$ cat src/hw/rtl/chunked_map_header_parser_assert.svh
// assertion helpers for the map header parser, clocked on clk, off during reset
`ifndef CHUNKED_MAP_HEADER_PARSER_ASSERT_SVH
`define CHUNKED_MAP_HEADER_PARSER_ASSERT_SVH

// same-cycle implication
`define CMHP_ASSERT_NOW(lbl, ante, cons, msg) \
	lbl: assert property (@(posedge clk) disable iff (!arst_n) (ante) |-> (cons)) \
		else $error(msg);

// next-cycle implication
`define CMHP_ASSERT_NEXT(lbl, ante, cons, msg) \
	lbl: assert property (@(posedge clk) disable iff (!arst_n) (ante) |=> (cons)) \
		else $error(msg);

`endif

$ cat src/hw/rtl/cmhp_pkg.sv
`default_nettype none
package cmhp_pkg;

	typedef enum logic [2:0] {
		CK_HEADER = 3'd0,
		CK_MPHD   = 3'd1,
		CK_MAIN   = 3'd2,
		CK_MWMO   = 3'd3,
		CK_OTHER  = 3'd4
	} chunk_kind_t;

	typedef enum logic [1:0] {
		KIND_TILE   = 2'd0,
		KIND_NAME   = 2'd1,
		KIND_STATUS = 2'd2
	} res_kind_t;

	typedef enum logic [1:0] {
		ST_OK          = 2'd0,
		ST_TRUNC_BODY  = 2'd1,
		ST_PARTIAL_HDR = 2'd2,
		ST_TOO_SHORT   = 2'd3
	} status_t;

	// tags as read in file order, first byte in the top
	// any other tag (MODF included) is skipped
	localparam logic [31:0] TAG_MPHD = 32'h4D50_4844;
	localparam logic [31:0] TAG_MAIN = 32'h4D41_494E;
	localparam logic [31:0] TAG_MWMO = 32'h4D57_4D4F;

	localparam logic [31:0] GLOBAL_MASK    = 32'h0000_0001;
	localparam logic [3:0]  MIN_FILE_BYTES = 4'd8;
	localparam logic [2:0]  HDR_LAST_BYTE  = 3'd7;

	typedef struct packed {
		res_kind_t   kind;
		logic [11:0] tile_index;
		logic        tile_present;
		logic [7:0]  name_char;
		logic        name_first;
		logic [31:0] header_flags;
		logic        has_global_object;
		logic        has_grid;
		status_t     status;
		logic        last;
	} result_t;

	function automatic logic [31:0] swap_tag(input logic [31:0] t);
		return {t[7:0], t[15:8], t[23:16], t[31:24]};
	endfunction

	function automatic chunk_kind_t kind_of_tag(input logic [31:0] t, input logic swap);
		logic [31:0] v;
		v = swap ? swap_tag(t) : t;
		if (v == TAG_MPHD)
			return CK_MPHD;
		else if (v == TAG_MAIN)
			return CK_MAIN;
		else if (v == TAG_MWMO)
			return CK_MWMO;
		return CK_OTHER;
	endfunction

endpackage
`default_nettype wire

$ cat src/hw/rtl/chunked_map_header_parser.sv
`default_nettype none
// channel   | dir | signals                                   | request
// ----------+-----+-------------------------------------------+----------------------------
// s_axis    | in  | tvalid tready tdata[7:0] tlast            | one file byte, tlast = eof
// m_axis    | out | tvalid tready tdata[63:0] tuser[1:0] tlast| one result, tlast = last
// cfg       | in  | cfg_valid cfg_ready cfg_data[0:0]         | tag_byte_order write
//
// one file byte per cycle while the result queue has room; a byte goes input register ->
// parse logic -> result queue, and its first result is offered once it is in the queue
// a byte with two results (entry or name byte plus final status) pushes both into the queue;
// the 4-entry result queue takes a byte while two slots are free
// arst_n clears all parse state and the config register; state also clears after eof
// cfg is always ready; write it only while the parser is idle (the block does not enforce this)
module chunked_map_header_parser #(
	parameter int GRID_SIDE   = 64,
	parameter int ENTRY_BYTES = 8
) (
	input  wire logic        clk,
	input  wire logic        arst_n,
	// config write
	input  wire logic        cfg_valid,
	output logic             cfg_ready,
	input  wire logic [0:0]  cfg_data,      // [0] tag_byte_order
	// byte input
	input  wire logic        s_axis_tvalid,
	output logic             s_axis_tready,
	input  wire logic [7:0]  s_axis_tdata,  // [7:0] file_byte
	input  wire logic        s_axis_tlast,  // end_of_file
	// result output
	output logic             m_axis_tvalid,
	input  wire logic        m_axis_tready,
	// [11:0] tile_index, [12] tile_present, [20:13] name_char, [21] name_first,
	// [53:22] header_flags, [54] has_global_object, [55] has_grid, [57:56] status, rest 0
	output logic [63:0]      m_axis_tdata,
	output logic [1:0]       m_axis_tuser,  // [1:0] kind
	output logic             m_axis_tlast   // last_of_run
);

	localparam int GRID_N  = GRID_SIDE * GRID_SIDE;
	localparam int PH_W    = $clog2(ENTRY_BYTES);
	localparam int Q_DEPTH = 4;
	localparam int QP_W    = 2;

	// config register
	logic tag_order_q;

	// input register
	logic       valid_s1;
	logic [7:0] byte_s1;
	logic       eof_s1;

	// parse state
	cmhp_pkg::chunk_kind_t ck_q, ck_d;
	logic [2:0]  hcnt_q, hcnt_d;
	logic [31:0] tag_q, tag_d;
	logic [31:0] size_q, size_d;
	logic [31:0] body_q, body_d;
	logic [PH_W-1:0] ph_q, ph_d;
	logic [12:0] ent_q, ent_d;
	logic        name_open_q, name_open_d;
	logic [31:0] pend_q, pend_d;
	logic [31:0] flags_q, flags_d;
	logic        global_q, global_d;
	logic        grid_q, grid_d;
	logic [3:0]  total_q, total_d;

	// result queue
	cmhp_pkg::result_t q_mem_q [Q_DEPTH];
	logic [QP_W-1:0] wr_ptr_q, rd_ptr_q;
	logic [QP_W:0]   cnt_q;

	logic fire, pop;

	// shared decode of the byte in the input register
	logic in_hdr, hdr_done, size_zero, body_end;
	logic [31:0] tag_new, size_new, size_base, body_next, pend_new;
	cmhp_pkg::chunk_kind_t tag_kind;
	logic grid_hit, name_hit, empty_body, empty_hdr;
	logic [3:0] total_new;
	logic commit_flags;

	cmhp_pkg::result_t res_a, res_b;
	logic res_a_v;

	assign cfg_ready = 1'b1;

	always_ff @(posedge clk or negedge arst_n) begin
		if (!arst_n) begin
			tag_order_q <= 1'b0;
		end else if (cfg_valid && cfg_ready) begin
			tag_order_q <= cfg_data[0];
		end
	end

	// byte moves on when the queue has room for two results
	assign fire          = valid_s1 && (cnt_q <= (QP_W+1)'(Q_DEPTH - 2));
	assign s_axis_tready = !valid_s1 || fire;

	always_ff @(posedge clk or negedge arst_n) begin
		if (!arst_n) begin
			valid_s1 <= 1'b0;
		end else if (s_axis_tready) begin
			valid_s1 <= s_axis_tvalid;
		end
	end

	always_ff @(posedge clk) begin
		if (s_axis_tready && s_axis_tvalid) begin
			byte_s1 <= s_axis_tdata;
			eof_s1  <= s_axis_tlast;
		end
	end

	// header phase: tag in bytes 0..3, little-endian size in bytes 4..7
	assign in_hdr    = (ck_q == cmhp_pkg::CK_HEADER);
	assign hdr_done  = in_hdr && (hcnt_q == cmhp_pkg::HDR_LAST_BYTE);
	assign tag_new   = (hcnt_q == 3'd0) ? {24'd0, byte_s1}
		: (!hcnt_q[2] ? {tag_q[23:0], byte_s1} : tag_q);
	assign size_base = (hcnt_q == 3'd0) ? 32'd0 : size_q;
	assign size_new  = hcnt_q[2] ? (size_base | ({24'd0, byte_s1} << {hcnt_q[1:0], 3'b000}))
		: size_base;
	assign size_zero = (size_new == 32'd0);
	assign tag_kind  = cmhp_pkg::kind_of_tag(tag_new, tag_order_q);

	// body phase
	assign body_next = body_q + 32'd1;
	assign body_end  = !in_hdr && (body_next == size_q);
	assign pend_new  = ((ck_q == cmhp_pkg::CK_MPHD) && (body_q < 32'd4))
		? (pend_q | ({24'd0, byte_s1} << {body_q[1:0], 3'b000})) : pend_q;
	assign commit_flags = body_end && (ck_q == cmhp_pkg::CK_MPHD) && (size_q >= 32'd4);

	assign grid_hit   = (ck_q == cmhp_pkg::CK_MAIN) && (ph_q == '0)
		&& (ent_q < 13'(GRID_N))
		&& (({1'b0, body_q} + 33'(ENTRY_BYTES)) <= {1'b0, size_q});
	assign name_hit   = (ck_q == cmhp_pkg::CK_MWMO) && name_open_q && (byte_s1 != 8'd0);
	assign empty_body = (ck_q == cmhp_pkg::CK_MWMO) && name_open_q && (byte_s1 == 8'd0)
		&& (body_q == 32'd0);
	// name chunk with an empty body restarts the name as empty
	assign empty_hdr  = hdr_done && size_zero && (tag_kind == cmhp_pkg::CK_MWMO);

	assign total_new = (total_q == 4'hF) ? total_q : total_q + 4'd1;

	// next state
	always_comb begin
		ck_d        = ck_q;
		hcnt_d      = hcnt_q;
		tag_d       = tag_q;
		size_d      = size_q;
		body_d      = body_q;
		ph_d        = ph_q;
		ent_d       = ent_q;
		name_open_d = name_open_q;
		pend_d      = pend_q;
		flags_d     = flags_q;
		global_d    = global_q;
		grid_d      = grid_q;
		total_d     = total_new;
		if (in_hdr) begin
			tag_d  = tag_new;
			size_d = size_new;
			if (hdr_done) begin
				hcnt_d      = 3'd0;
				body_d      = 32'd0;
				ph_d        = '0;
				ent_d       = 13'd0;
				pend_d      = 32'd0;
				ck_d        = size_zero ? cmhp_pkg::CK_HEADER : tag_kind;
				name_open_d = (tag_kind == cmhp_pkg::CK_MWMO) && !size_zero;
				if (size_zero && (tag_kind == cmhp_pkg::CK_MAIN))
					grid_d = 1'b1;
			end else begin
				hcnt_d = hcnt_q + 3'd1;
			end
		end else begin
			body_d = body_next;
			ph_d   = (ph_q == PH_W'(ENTRY_BYTES - 1)) ? '0 : ph_q + PH_W'(1);
			pend_d = pend_new;
			if (grid_hit)
				ent_d = ent_q + 13'd1;
			if ((ck_q == cmhp_pkg::CK_MWMO) && (byte_s1 == 8'd0))
				name_open_d = 1'b0;
			if (commit_flags) begin
				flags_d  = pend_new;
				global_d = |(pend_new & cmhp_pkg::GLOBAL_MASK);
			end
			if (body_end) begin
				ck_d        = cmhp_pkg::CK_HEADER;
				name_open_d = 1'b0;
				if (ck_q == cmhp_pkg::CK_MAIN)
					grid_d = 1'b1;
			end
		end
		// end of file: back to reset so the next byte starts a new file
		if (eof_s1) begin
			ck_d        = cmhp_pkg::CK_HEADER;
			hcnt_d      = 3'd0;
			tag_d       = 32'd0;
			size_d      = 32'd0;
			body_d      = 32'd0;
			ph_d        = '0;
			ent_d       = 13'd0;
			name_open_d = 1'b0;
			pend_d      = 32'd0;
			flags_d     = 32'd0;
			global_d    = 1'b0;
			grid_d      = 1'b0;
			total_d     = 4'd0;
		end
	end

	// results of this byte: an optional entry or name result, then the status on eof
	always_comb begin
		cmhp_pkg::chunk_kind_t ck_mid;
		logic [2:0] hcnt_mid;
		res_a   = '0;
		res_b   = '0;
		res_a_v = 1'b0;
		if (in_hdr) begin
			hcnt_mid = hdr_done ? 3'd0 : hcnt_q + 3'd1;
			ck_mid   = (hdr_done && !size_zero) ? tag_kind : cmhp_pkg::CK_HEADER;
		end else begin
			hcnt_mid = hcnt_q;
			ck_mid   = body_end ? cmhp_pkg::CK_HEADER : ck_q;
		end
		if (grid_hit) begin
			res_a_v            = 1'b1;
			res_a.kind         = cmhp_pkg::KIND_TILE;
			res_a.tile_index   = ent_q[11:0];
			res_a.tile_present = byte_s1[0];
		end else if (name_hit) begin
			res_a_v          = 1'b1;
			res_a.kind       = cmhp_pkg::KIND_NAME;
			res_a.name_char  = byte_s1;
			res_a.name_first = (body_q == 32'd0);
		end else if (empty_body || empty_hdr) begin
			res_a_v          = 1'b1;
			res_a.kind       = cmhp_pkg::KIND_NAME;
			res_a.name_first = 1'b1;
		end
		res_a.last = !eof_s1;
		res_b.kind = cmhp_pkg::KIND_STATUS;
		res_b.last = 1'b1;
		res_b.header_flags      = flags_d;
		res_b.has_global_object = global_d;
		res_b.has_grid          = grid_d;
		if (commit_flags) begin
			res_b.header_flags      = pend_new;
			res_b.has_global_object = |(pend_new & cmhp_pkg::GLOBAL_MASK);
		end else begin
			res_b.header_flags      = flags_q;
			res_b.has_global_object = global_q;
		end
		res_b.has_grid = grid_q
			|| (body_end && (ck_q == cmhp_pkg::CK_MAIN))
			|| (hdr_done && size_zero && (tag_kind == cmhp_pkg::CK_MAIN));
		if (total_new < cmhp_pkg::MIN_FILE_BYTES)
			res_b.status = cmhp_pkg::ST_TOO_SHORT;
		else if (ck_mid != cmhp_pkg::CK_HEADER)
			res_b.status = cmhp_pkg::ST_TRUNC_BODY;
		else if (hcnt_mid != 3'd0)
			res_b.status = cmhp_pkg::ST_PARTIAL_HDR;
		else
			res_b.status = cmhp_pkg::ST_OK;
	end

	always_ff @(posedge clk or negedge arst_n) begin
		if (!arst_n) begin
			ck_q        <= cmhp_pkg::CK_HEADER;
			hcnt_q      <= 3'd0;
			tag_q       <= 32'd0;
			size_q      <= 32'd0;
			body_q      <= 32'd0;
			ph_q        <= '0;
			ent_q       <= 13'd0;
			name_open_q <= 1'b0;
			pend_q      <= 32'd0;
			flags_q     <= 32'd0;
			global_q    <= 1'b0;
			grid_q      <= 1'b0;
			total_q     <= 4'd0;
		end else if (fire) begin
			ck_q        <= ck_d;
			hcnt_q      <= hcnt_d;
			tag_q       <= tag_d;
			size_q      <= size_d;
			body_q      <= body_d;
			ph_q        <= ph_d;
			ent_q       <= ent_d;
			name_open_q <= name_open_d;
			pend_q      <= pend_d;
			flags_q     <= flags_d;
			global_q    <= global_d;
			grid_q      <= grid_d;
			total_q     <= total_d;
		end
	end

	// result queue, up to two pushes per byte
	logic [1:0] n_push;
	assign n_push = fire ? ({1'b0, res_a_v} + {1'b0, eof_s1}) : 2'd0;
	assign pop    = m_axis_tvalid && m_axis_tready;

	always_ff @(posedge clk) begin
		if (fire) begin
			if (res_a_v) begin
				q_mem_q[wr_ptr_q] <= res_a;
				if (eof_s1)
					q_mem_q[wr_ptr_q + QP_W'(1)] <= res_b;
			end else if (eof_s1) begin
				q_mem_q[wr_ptr_q] <= res_b;
			end
		end
	end

	always_ff @(posedge clk or negedge arst_n) begin
		if (!arst_n) begin
			wr_ptr_q <= '0;
			rd_ptr_q <= '0;
			cnt_q    <= '0;
		end else begin
			wr_ptr_q <= wr_ptr_q + QP_W'(n_push);
			if (pop)
				rd_ptr_q <= rd_ptr_q + QP_W'(1);
			cnt_q <= cnt_q + (QP_W+1)'(n_push) - (QP_W+1)'(pop);
		end
	end

	cmhp_pkg::result_t head;
	assign head          = q_mem_q[rd_ptr_q];
	assign m_axis_tvalid = (cnt_q != '0);
	assign m_axis_tuser  = head.kind;
	assign m_axis_tlast  = head.last;
	assign m_axis_tdata  = {6'd0, head.status, head.has_grid, head.has_global_object,
		head.header_flags, head.name_first, head.name_char, head.tile_present,
		head.tile_index};

	`include "chunked_map_header_parser_assert.svh"

	`CMHP_ASSERT_NOW(a_room_on_fire, fire, cnt_q <= (QP_W+1)'(Q_DEPTH - 2), "queue overrun")
	`CMHP_ASSERT_NEXT(a_eof_clears, fire && eof_s1, (ck_q == cmhp_pkg::CK_HEADER) && (hcnt_q == 3'd0) && (total_q == 4'd0), "state not cleared after eof")
	`CMHP_ASSERT_NOW(a_name_in_mwmo, name_open_q, ck_q == cmhp_pkg::CK_MWMO, "name open outside name chunk")
	`CMHP_ASSERT_NOW(a_hcnt_in_hdr, hcnt_q != 3'd0, ck_q == cmhp_pkg::CK_HEADER, "header count in body")

endmodule
`default_nettype wire

$ cat config.mk
export PLATFORM = sky130hd
export DESIGN_NAME = chunked_map_header_parser
export DESIGN_NICKNAME = d
export VERILOG_FILES = /design/src/hw/rtl/cmhp_pkg.sv /design/src/hw/rtl/chunked_map_header_parser.sv
export VERILOG_INCLUDE_DIRS = /design/src /design/src/hw/rtl
export SDC_FILE = /design/constraint.sdc
export NUM_CORES = 1
export LEC_CHECK = 0
export BUFFER_PORTS_ARGS = -buffer_cell sky130_fd_sc_hd__buf_4
export CAP_MARGIN = 25
export CORE_UTILIZATION = 48
export CTS_CLUSTER_SIZE = 10
export DETAILED_ROUTE_END_ITERATION = 8
export SKIP_CTS_REPAIR_TIMING = 1
export SLEW_MARGIN = 15
export SYNTH_ARGS = -nofsm -noshare
export SYNTH_HDL_FRONTEND = slang
export SYNTH_SLANG_ARGS = --single-unit
export TNS_END_PERCENT = 30
$ cat constraint.sdc
create_clock -name clk -period 6.6 [get_ports clk]
set_clock_uncertainty 0.05 [all_clocks]
set_input_delay 0.99 -clock clk [delete_from_list [all_inputs] [get_ports clk]]
set_output_delay 0.99 -clock clk [all_outputs]
set_load 0.02 [all_outputs]
== Word level (Yosys, flattened, before mapping) ==
Memories as Yosys holds them, arrays and structs flattened.
Index checks and enable logic that the tools add are counted.
Storage, ports and cells
  logic and storage cells: 197
  memories: 1
  bits in writable memories: 244
  register bits after elaboration: 207
Operators by class
  equal/unequal tests: 15
  $lt $le $gt $ge: 6
  reductions and logical operators: 53
  bitwise gates (word level): 3
  shifts and indexed selects: 2
  add/subtract/negate cells: 12
  mux-type cells: 85
Memory list
  q_mem_q: depth 4, bits a word 61, read ports 1, clocked after memory_dff 0, wr ports 2, line chunked_map_header_parser.sv:68  | cmhp_pkg::result_t q_mem_q [Q_DEPTH];
Operator list (number)
  $mux 32: 18
  $eq 32x31->1 const B: 3
  $mux 13: 5
  $logic_not 32->1: 2
  $or 32x32->32: 2
  $shl 8x5->32: 2
  $mux 61: 1
  $mux 3: 18
  $mux 1: 34
  $add 32x4->33 const B: 1
  $le 33x32->1: 1
  $mux 33: 1
  $add 32x1->32 const B: 1
  $eq 32x32->1: 1
  $ge 32x3->1 const B: 1
  $lt 32x3->1 const B: 1
  $logic_and 1x1->1: 23
  $reduce_bool 3->1: 6
  $add 13x1->13 const B: 1
  $lt 13x13->1 const B: 1
  $eq 3x2->1 const B: 4
  $logic_not 3->1: 3
  $mux 9: 1
  $reduce_and 3->1: 3
  other kinds (26): 42

== Depth between registers and ports, before layout ==
Gate-level depths: netlist of the first run.
  depth in word-level cells: 18
  gate-level depth with buffers: 27

== Least setup slack after synthesis of the first run ==
OpenSTA, ideal clock, no wires.
  kind: register to register
  start: register body_q[3]
  end: memory q_mem_q[0][10] (netlist bit) (enable)
  cell stages (with the launch flop): 25
  arrival: 5.528 ns
  library setup time: 0.498 ns
  path slack: 0.525 ns
  buffers on the path: 6
  data required time: 6.052 ns
  cell sequence: dfrtp_1 > ha_1 > clkbuf_2 > nand2_1 > nor4_2 > and2_0 > clkbuf_1 > nand2_1 > xnor2_1 > ha_1 > nand4_1 > nor3_1 > nand3_1 > o21bai_1 > and3b_1 > clkbuf_1 > nor2_1 > clkbuf_1 > or2_2 > inv_1 > ha_1 > buf_1 > o31ai_1 > buf_2 > nand2_1
RTL lines
  start: declaration: line chunked_map_header_parser.sv:57  | logic [31:0] body_q, body_d;
  start signal: assignment: line chunked_map_header_parser.sv:286  | body_q <= body_d;
  end: declaration: line chunked_map_header_parser.sv:68

==> results of run 1 <==
==> routing by layer <==
metal  global-route usage (%)  part of all wire [%]  vias to the layer above
met2                     46.6                    48                      688
met1                     39.0                    43                    10000
met5                        0                     0                        -
met4                     9.71                   2.8                        0
met3                     4.09                   5.9                      136
li1                         -                     -                     9088
==> kinds of logic (layout without fill, tap and decap cells) <==
group | count (synthesis) | in the layout
xor gates and xnor gates | 76 | 76
buffers and inverters | 297 | 299
AOI/OAI and AO/OA | 600 | 600
and+or+nand+nor | 853 | 853
other | 2 | 8
muxes | 157 | 157
adders and majority gates | 50 | 50
DFF | 446 | 446
==> final cells by class <==
type / instances / area (µm²) / area share [%]
antenna: 1 / 2.50 / 0.00915
tap: 672 / 841 / 3.07
inverter: 67 / 251 / 0.919
clock buffer: 88 / 1500 / 5.47
multi-input combinational: 1743 / 12200 / 44.6
sequential: 446 / 11400 / 41.7
timing repair buffer: 136 / 1050 / 3.84
clock inverter: 8 / 115 / 0.421
==> power breakdown <==
part	internal, mW	switching [mW]
Sequential	3.10	0.267
Combinational	0.973	1.99
Clock	1.59	1.18
Total	5.66	3.44
==> worst paths after layout <==
check / startpoint / endpoint / slack [ps] / cells after the start
setup / recovery: body_q[9]$_DFFE_PN0P_ / q_mem_q[1][22]$_DFFE_PP_ / 520 / 19
min in group clk: q_mem_q[2][47]$_SDFFE_PP0N_ / q_mem_q[2][47]$_SDFFE_PP0N_ / 410 / 2
hold reg to reg: q_mem_q[2][47]$_SDFFE_PP0N_ / q_mem_q[2][47]$_SDFFE_PP0N_ / 410 / 2
hold / removal: arst_n / rd_ptr_q[1]$_DFFE_PN0P_ / 390 / 1
setup reg to reg: body_q[9]$_DFFE_PN0P_ / q_mem_q[1][22]$_DFFE_PP_ / 520 / 19
max in group asynchronous: arst_n / body_q[5]$_DFFE_PN0P_ / 4920 / 2
==> cell usage in the layout (no fill, tap or decap), drive strengths merged, types with 69 or more instances in the layout <==
cell type | synthesis | final
a21oi | 234 | 234
buf | 76 | 134
mux2i | 86 | 86
nor2 | 99 | 99
dfrtp | 197 | 197
clkbuf | 154 | 90
o21ai | 149 | 149
nand4 | 156 | 156
nand3 | 104 | 104
inv | 67 | 69
dfxtp | 100 | 100
edfxtp | 149 | 149
nand2 | 273 | 273
==> registers in the layout, indices dropped and copies added, names as in the netlist <==
register     flops
size_q          32
ent_q           13
ck_q             3
total_q          4
name_open_q      1
valid_s1         1
q_mem_q        240
byte_s1          8
eof_s1           1
ph_q             3
pend_q          32
grid_q           1
flags_q         32
tag_q           32
rd_ptr_q         2
wr_ptr_q         2
tag_order_q      1
hcnt_q           3
cnt_q            3
body_q          32
==> flow_summary.toml, run 1 <==
[placed_design]
finalWeightedCongestion = 0.937
placed_area_um2 = 25700
dpl.hpwl_um = 47200
placedCellCount = 3063
io_buffer_count = 77
place_ws_ps = 621

[setup_path]
slowest_delay_ps = 660
cp-end-kind = "flop"
worstSetupPathType = "flop to flop"
crit_family = "simple AND/OR/NAND/NOR gates"
start_kind = "flop"
required_ps = 7000
path_cells = "nand4_1 -> nor4_1 -> buf_4 -> nand3_1 -> xnor2_1 -> ha_1 -> nand4_1 -> nor4_1 -> nand3_1 -> o221ai_1 -> and3b_1 -> nor2_4 -> or2_2 -> inv_1 -> ha_1 -> mux2i_1 -> or3_1 -> buf_4 -> a21oi_1"
slowest_stage = "dfrtp_1"
worstPathArrival_ps = 6480
critPathBufInv = 3
cp_max_fo = 36

[floorplanning]
die_area_um2 = 52400
num_rows = 82
die_h_um = 229
core_area_um2 = 50500
io_pins = 85
fp.dieW_um = 229
start_util_pct = 49.0

[synthesis]
synth_top_area_share_pct = 19.9
ys_top_cells_by_area = "dfrtp_1, edfxtp_1, dfxtp_1, mux4_2, a21oi_1"
synth.distinct_cells = 88
synth.cell_area_um2 = 24700
synth_warnings = 0
synth-edff-count = 149
synth.most_common_cell = "nand2_1"
synthSimpleGateAreaFrac_pct = 19.0
avgSynthCellArea_um2 = 9.96
muxShareOfSynthArea_pct = 9.50
synth-seq-area-share_pct = 46.2
yosysTopAreaCell = "dfrtp_1"
synthFlopType = "dfrtp_1"
synth_compound_area_share_pct = 15.0
synthCells = 2481
synthAdderAreaFrac_pct = 2.56
synthArstFlopShare_pct = 44.2
ys_seq_elements = 446
synthTopCellsByCount = "nand2_1, a21oi_1, dfrtp_1"
synth_xor_area_share_pct = 2.69
synth_top_family_by_area = "simple AND/OR/NAND/NOR gates"

[global_routing]
gr-total-overflow = 0
first_global_vias = 19600
grt_pass1_wl_um = 117000
grt.total_usage_pct = 28.6
grt_max_degree = 100
antenna_found_initial = 0

[routing]
wl_per_cell_um = 23.8
vias = 19900
drt-pass1-iter-count = 8
via_per_inst = 6.31
routed_wl_um = 75100
drt_iter0_drc = 1803
drc = 0
drtAntennaViolNets = 0

[power]
p_leak_nw = 10.9
vdd_ir_drop_max_mv = 0.263
power_mw = 9.10
p_per_area_nw_per_um2 = 332

[clock_network]
h-tree-depth = 2
cts.sinks = 446
cts_buffers = 53
clk-insertion-delay-late_ps = 630
clkTransAtPathRegs_ps = 50
cts_tree = "done"
cts_root_buf = "clkbuf_16"
cts_max_path_buffers = 3

[sta]
fmax_mhz = 164
whs_ps = 393
finalMaxSlewViolations = 0
finalSetupViolCount = 0
hold_viol_final = 0
tns_ps = 0
finalCriticalPeriod_ps = 6080
fin_ws_ps = 519
rsz0062_at_grt = "false"
final.period_utilization_pct = 92.1
tightest_slew_ps = 1020
slew_headroom_pct = 31.7

[final_layout]
fin_util_pct = 54.2
fill_cells = 4474
layout-drive-gt1-share_pct = 14.5
final_nets = 2512
finish.instance_area_um2 = 27400
area_growth_pct = 10.7
fin_cells = 3161

[outcome]
status = "completed"

[hold_path]
hold_path.class = "primary input to asynchronous set/reset pin"

[flow_run]
cap_violations = 0
No activity file was read; power rests on OpenSTA's default activity.
==> run 2: changes to the inputs <==
--- a/config.mk
+++ b/config.mk
@@ -6,8 +6,8 @@
 export SDC_FILE = /design/constraint.sdc
 export NUM_CORES = 1
 export LEC_CHECK = 0
+export ABC_AREA = 1
 export BUFFER_PORTS_ARGS = -buffer_cell sky130_fd_sc_hd__buf_4
-export CAP_MARGIN = 25
 export CORE_UTILIZATION = 48
 export CTS_CLUSTER_SIZE = 10
 export DETAILED_ROUTE_END_ITERATION = 8
==> run 2 against run 1 <==
Against the previous run: fmax grew 2.9%; synthesized cell count grew 36%; worst setup slack gained 170 ps; register-to-register slack gained 170 ps; via count grew 16%; sequential share of layout area shrank 0.83 points; die area grew 2.2%; global-route usage grew 2.9 points; cell count grew 29%; combinational power grew 64%; clock-buffer cell count is the same.
==> flow_summary.toml, run 2 <==
[power]
p_leak_nw = 13.2
p_per_area_nw_per_um2 = 412
pwr-share-comb_pct = 42.3
switching_power_mw = 5.01
power_frac_seq_pct = 33.5
clkPwrFrac_pct = 24.2
power.internal_mw = 6.50
switching_share_pct = 43.5
vdd_ir_drop_max_mv = 0.318

[global_routing]
gr-usage-met1_pct = 42.3
met2_usage_pct = 51.6
grt_max_degree = 120
first_global_vias = 22000
busiest_layer = "met2"
antenna_found_initial = 0
gr-total-overflow = 0
grt.total_usage_pct = 31.4
grt_pass1_wl_um = 129000
grtUsageMet3_pct = 4.13

[synthesis]
synth_top_area_share_pct = 19.5
ys_seq_elements = 446
synthSimpleGateAreaFrac_pct = 28.8
synthCells = 3369
synth_compound_area_share_pct = 13.5
muxShareOfSynthArea_pct = 0
synth_warnings = 0
yosysTopAreaCell = "dfrtp_1"
synth_xor_area_share_pct = 1.77
synthArstFlopShare_pct = 44.2
avgSynthCellArea_um2 = 7.50
synthFlopType = "dfrtp_1"
synthTopCellsByCount = "nand2_1, nor2_1, inv_1"
synth-edff-count = 149
synth.distinct_cells = 54
synth.most_common_cell = "nand2_1"
synth.cell_area_um2 = 25300
synthAdderAreaFrac_pct = 2.51
ys_top_cells_by_area = "dfrtp_1, edfxtp_1, nand2_1, dfxtp_1, nor2_1"
synth_top_family_by_area = "simple AND/OR/NAND/NOR gates"
synth-seq-area-share_pct = 45.2

[setup_path]
cp-end-kind = "flop"
regToRegSetupSlack_ps = 690
rr_worst_depth = 22
slowest_delay_ps = 520
r2r-end = "q_mem_q[0][3]$_DFFE_PP_"
path_common_cell = "nand2_1"
start_kind = "flop"
cp_max_fo = 35
crit_family = "simple AND/OR/NAND/NOR gates"
critPathBufInv = 4
required_ps = 6790
rr_startpoint = "body_q[4]$_DFFE_PN0P_"
worstSetupPathType = "flop to flop"
cp-startpoint = "body_q[4]$_DFFE_PN0P_"
worstPathArrival_ps = 6100
slowest_stage = "buf_4"
path_cells = "ha_1 -> nand3_2 -> inv_2 -> nand2_1 -> nor3_1 -> nand2_1 -> xor2_1 -> ha_1 -> nand4_1 -> nor4b_1 -> nand3_1 -> nand3b_1 -> nand2_1 -> nand2_1 -> nand2_1 -> ha_1 -> nand2_1 -> nor2_1 -> inv_1 -> buf_4 -> nand2_1 -> buf_4"

[placed_design]
finalWeightedCongestion = 0.971
io_buffer_count = 77
dpl.hpwl_um = 54900
placed_area_um2 = 26300
place_ws_ps = 708

[floorplanning]
die_h_um = 231
fp.dieW_um = 231
core_area_um2 = 51600
start_util_pct = 48.9
num_rows = 83
io_pins = 85
die_area_um2 = 53500

[sta]
whs_ps = 347
slew_headroom_pct = 20.5
fin_ws_ps = 692
rsz0062_at_grt = "false"
tns_ps = 0
finalSetupViolCount = 0
tightest_slew_ps = 1190
fmax_mhz = 169
final.period_utilization_pct = 89.5
finalCriticalPeriod_ps = 5910
hold_viol_final = 0
finalMaxSlewViolations = 0

[clock_network]
cts_max_path_buffers = 3
cts_root_buf = "clkbuf_16"
cts.sinks = 446
cts_buffers = 53
clk-insertion-delay-late_ps = 630
cts_tree = "done"
h-tree-depth = 2
clkTransAtPathRegs_ps = 60

[routing]
via_per_inst = 5.69
drtAntennaViolNets = 0
drt_iter0_drc = 1880
drc = 0
routed_wl_um = 84100
vias = 23200
drt-pass1-iter-count = 8
wl_per_cell_um = 20.6

[final_layout]
largest_reg_flops = 240
final_nets = 3426
regMostFlops = "q_mem_q"
layout_commonest_cell = "nand2_1"
finish.instance_area_um2 = 27900
final_cell_mix = "nand2_1, nor2_1, inv_1"
diodes = 0
area_growth_pct = 10.5
layout-drive-gt1-share_pct = 7.93
fill_cells = 4880

[outcome]
status = "completed"

[hold_path]
hold_path.class = "primary input to asynchronous set/reset pin"

[flow_run]
cap_violations = 0
run 2: cell count changes in the layout (fill, tap and decap cells not counted), moves of 36 or more:
cell / previous run / this run
o21ai_0: 118 / 158
mux4_2: 61 / 0
nor2b_1: 50 / 0
xnor2_1: 48 / 3
inv_1: 67 / 314
nand2_1: 272 / 852
o22ai_1: 34 / 125
nor2_1: 96 / 451
mux2i_1: 86 / 0
nand3_1: 101 / 168
a21o_1: 37 / 1
run 2: final cells by class:
type / instances / area, µm² / area share, %
clock buffers: 88 / 1470 / 5.26
clock inverters: 9 / 139 / 0.498
inverters: 330 / 1240 / 4.45
multi-input cells: 2410 / 11900 / 42.5
flip-flops and latches: 446 / 11400 / 40.9
well taps: 680 / 851 / 3.05
repair buffers: 120 / 945 / 3.38
run 2: power by group through the flow:
stage / registers, mW / clock network, mW / logic (mW)
detailed placement: 3.89 / 0 / 4.82
global placement: 3.87 / 0 / 4.76
CTS: 3.84 / 2.83 / 4.84
global route: 3.91 / 2.93 / 5.35
floorplan: 3.68 / 0 / 3.31
finish: 3.85 / 2.79 / 4.86
run 2: cell families (layout without fill, tap and decap cells):
logic type      count (synthesis)  after routing
compound gates                610            610
xor+xnor                       48             48
fa+ha+maj                      50             50
buf+inv                       518            547
flops                         446            446
other cells                     2              7
simple gates                 1695           1695
run 2: worst max path at each step:
| stage | cells after the start | slack [ps] | endpoint |
|---|---|---|---|
| floorplan | 24 | 1720 | q_mem_q[2][10]$_DFFE_PP_ |
| global route | 22 | 300 | q_mem_q[0][3]$_DFFE_PP_ |
| global placement | 22 | 660 | q_mem_q[0][14]$_DFFE_PP_ |
| CTS | 22 | 720 | q_mem_q[0][3]$_DFFE_PP_ |
| finish | 22 | 690 | q_mem_q[0][3]$_DFFE_PP_ |
| detailed placement | 22 | 710 | q_mem_q[0][14]$_DFFE_PP_ |
run 2: stage by stage:
| stage | power (mW) | std cells | util (%) |
|---|---|---|---|
| after global placement | 8.63 | 3986 | 51.0 |
| after detailed placement | 8.71 | 3986 | 51.0 |
| after floorplan | 6.99 | 3374 | - |
| after global routing | 12.2 | 4083 | 54.1 |
| final | 11.5 | 4083 | 54.1 |
| after CTS | 11.5 | 4083 | 54.1 |
run 2: per-layer routing:
| layer | vias to the layer above | wire length, µm |
|---|---|---|
| met5 | - | 0 |
| met4 | 0 | 2980 |
| met3 | 160 | 5720 |
| met2 | 845 | 39200 |
| met1 | 11100 | 36200 |
| li1 | 11100 | - |
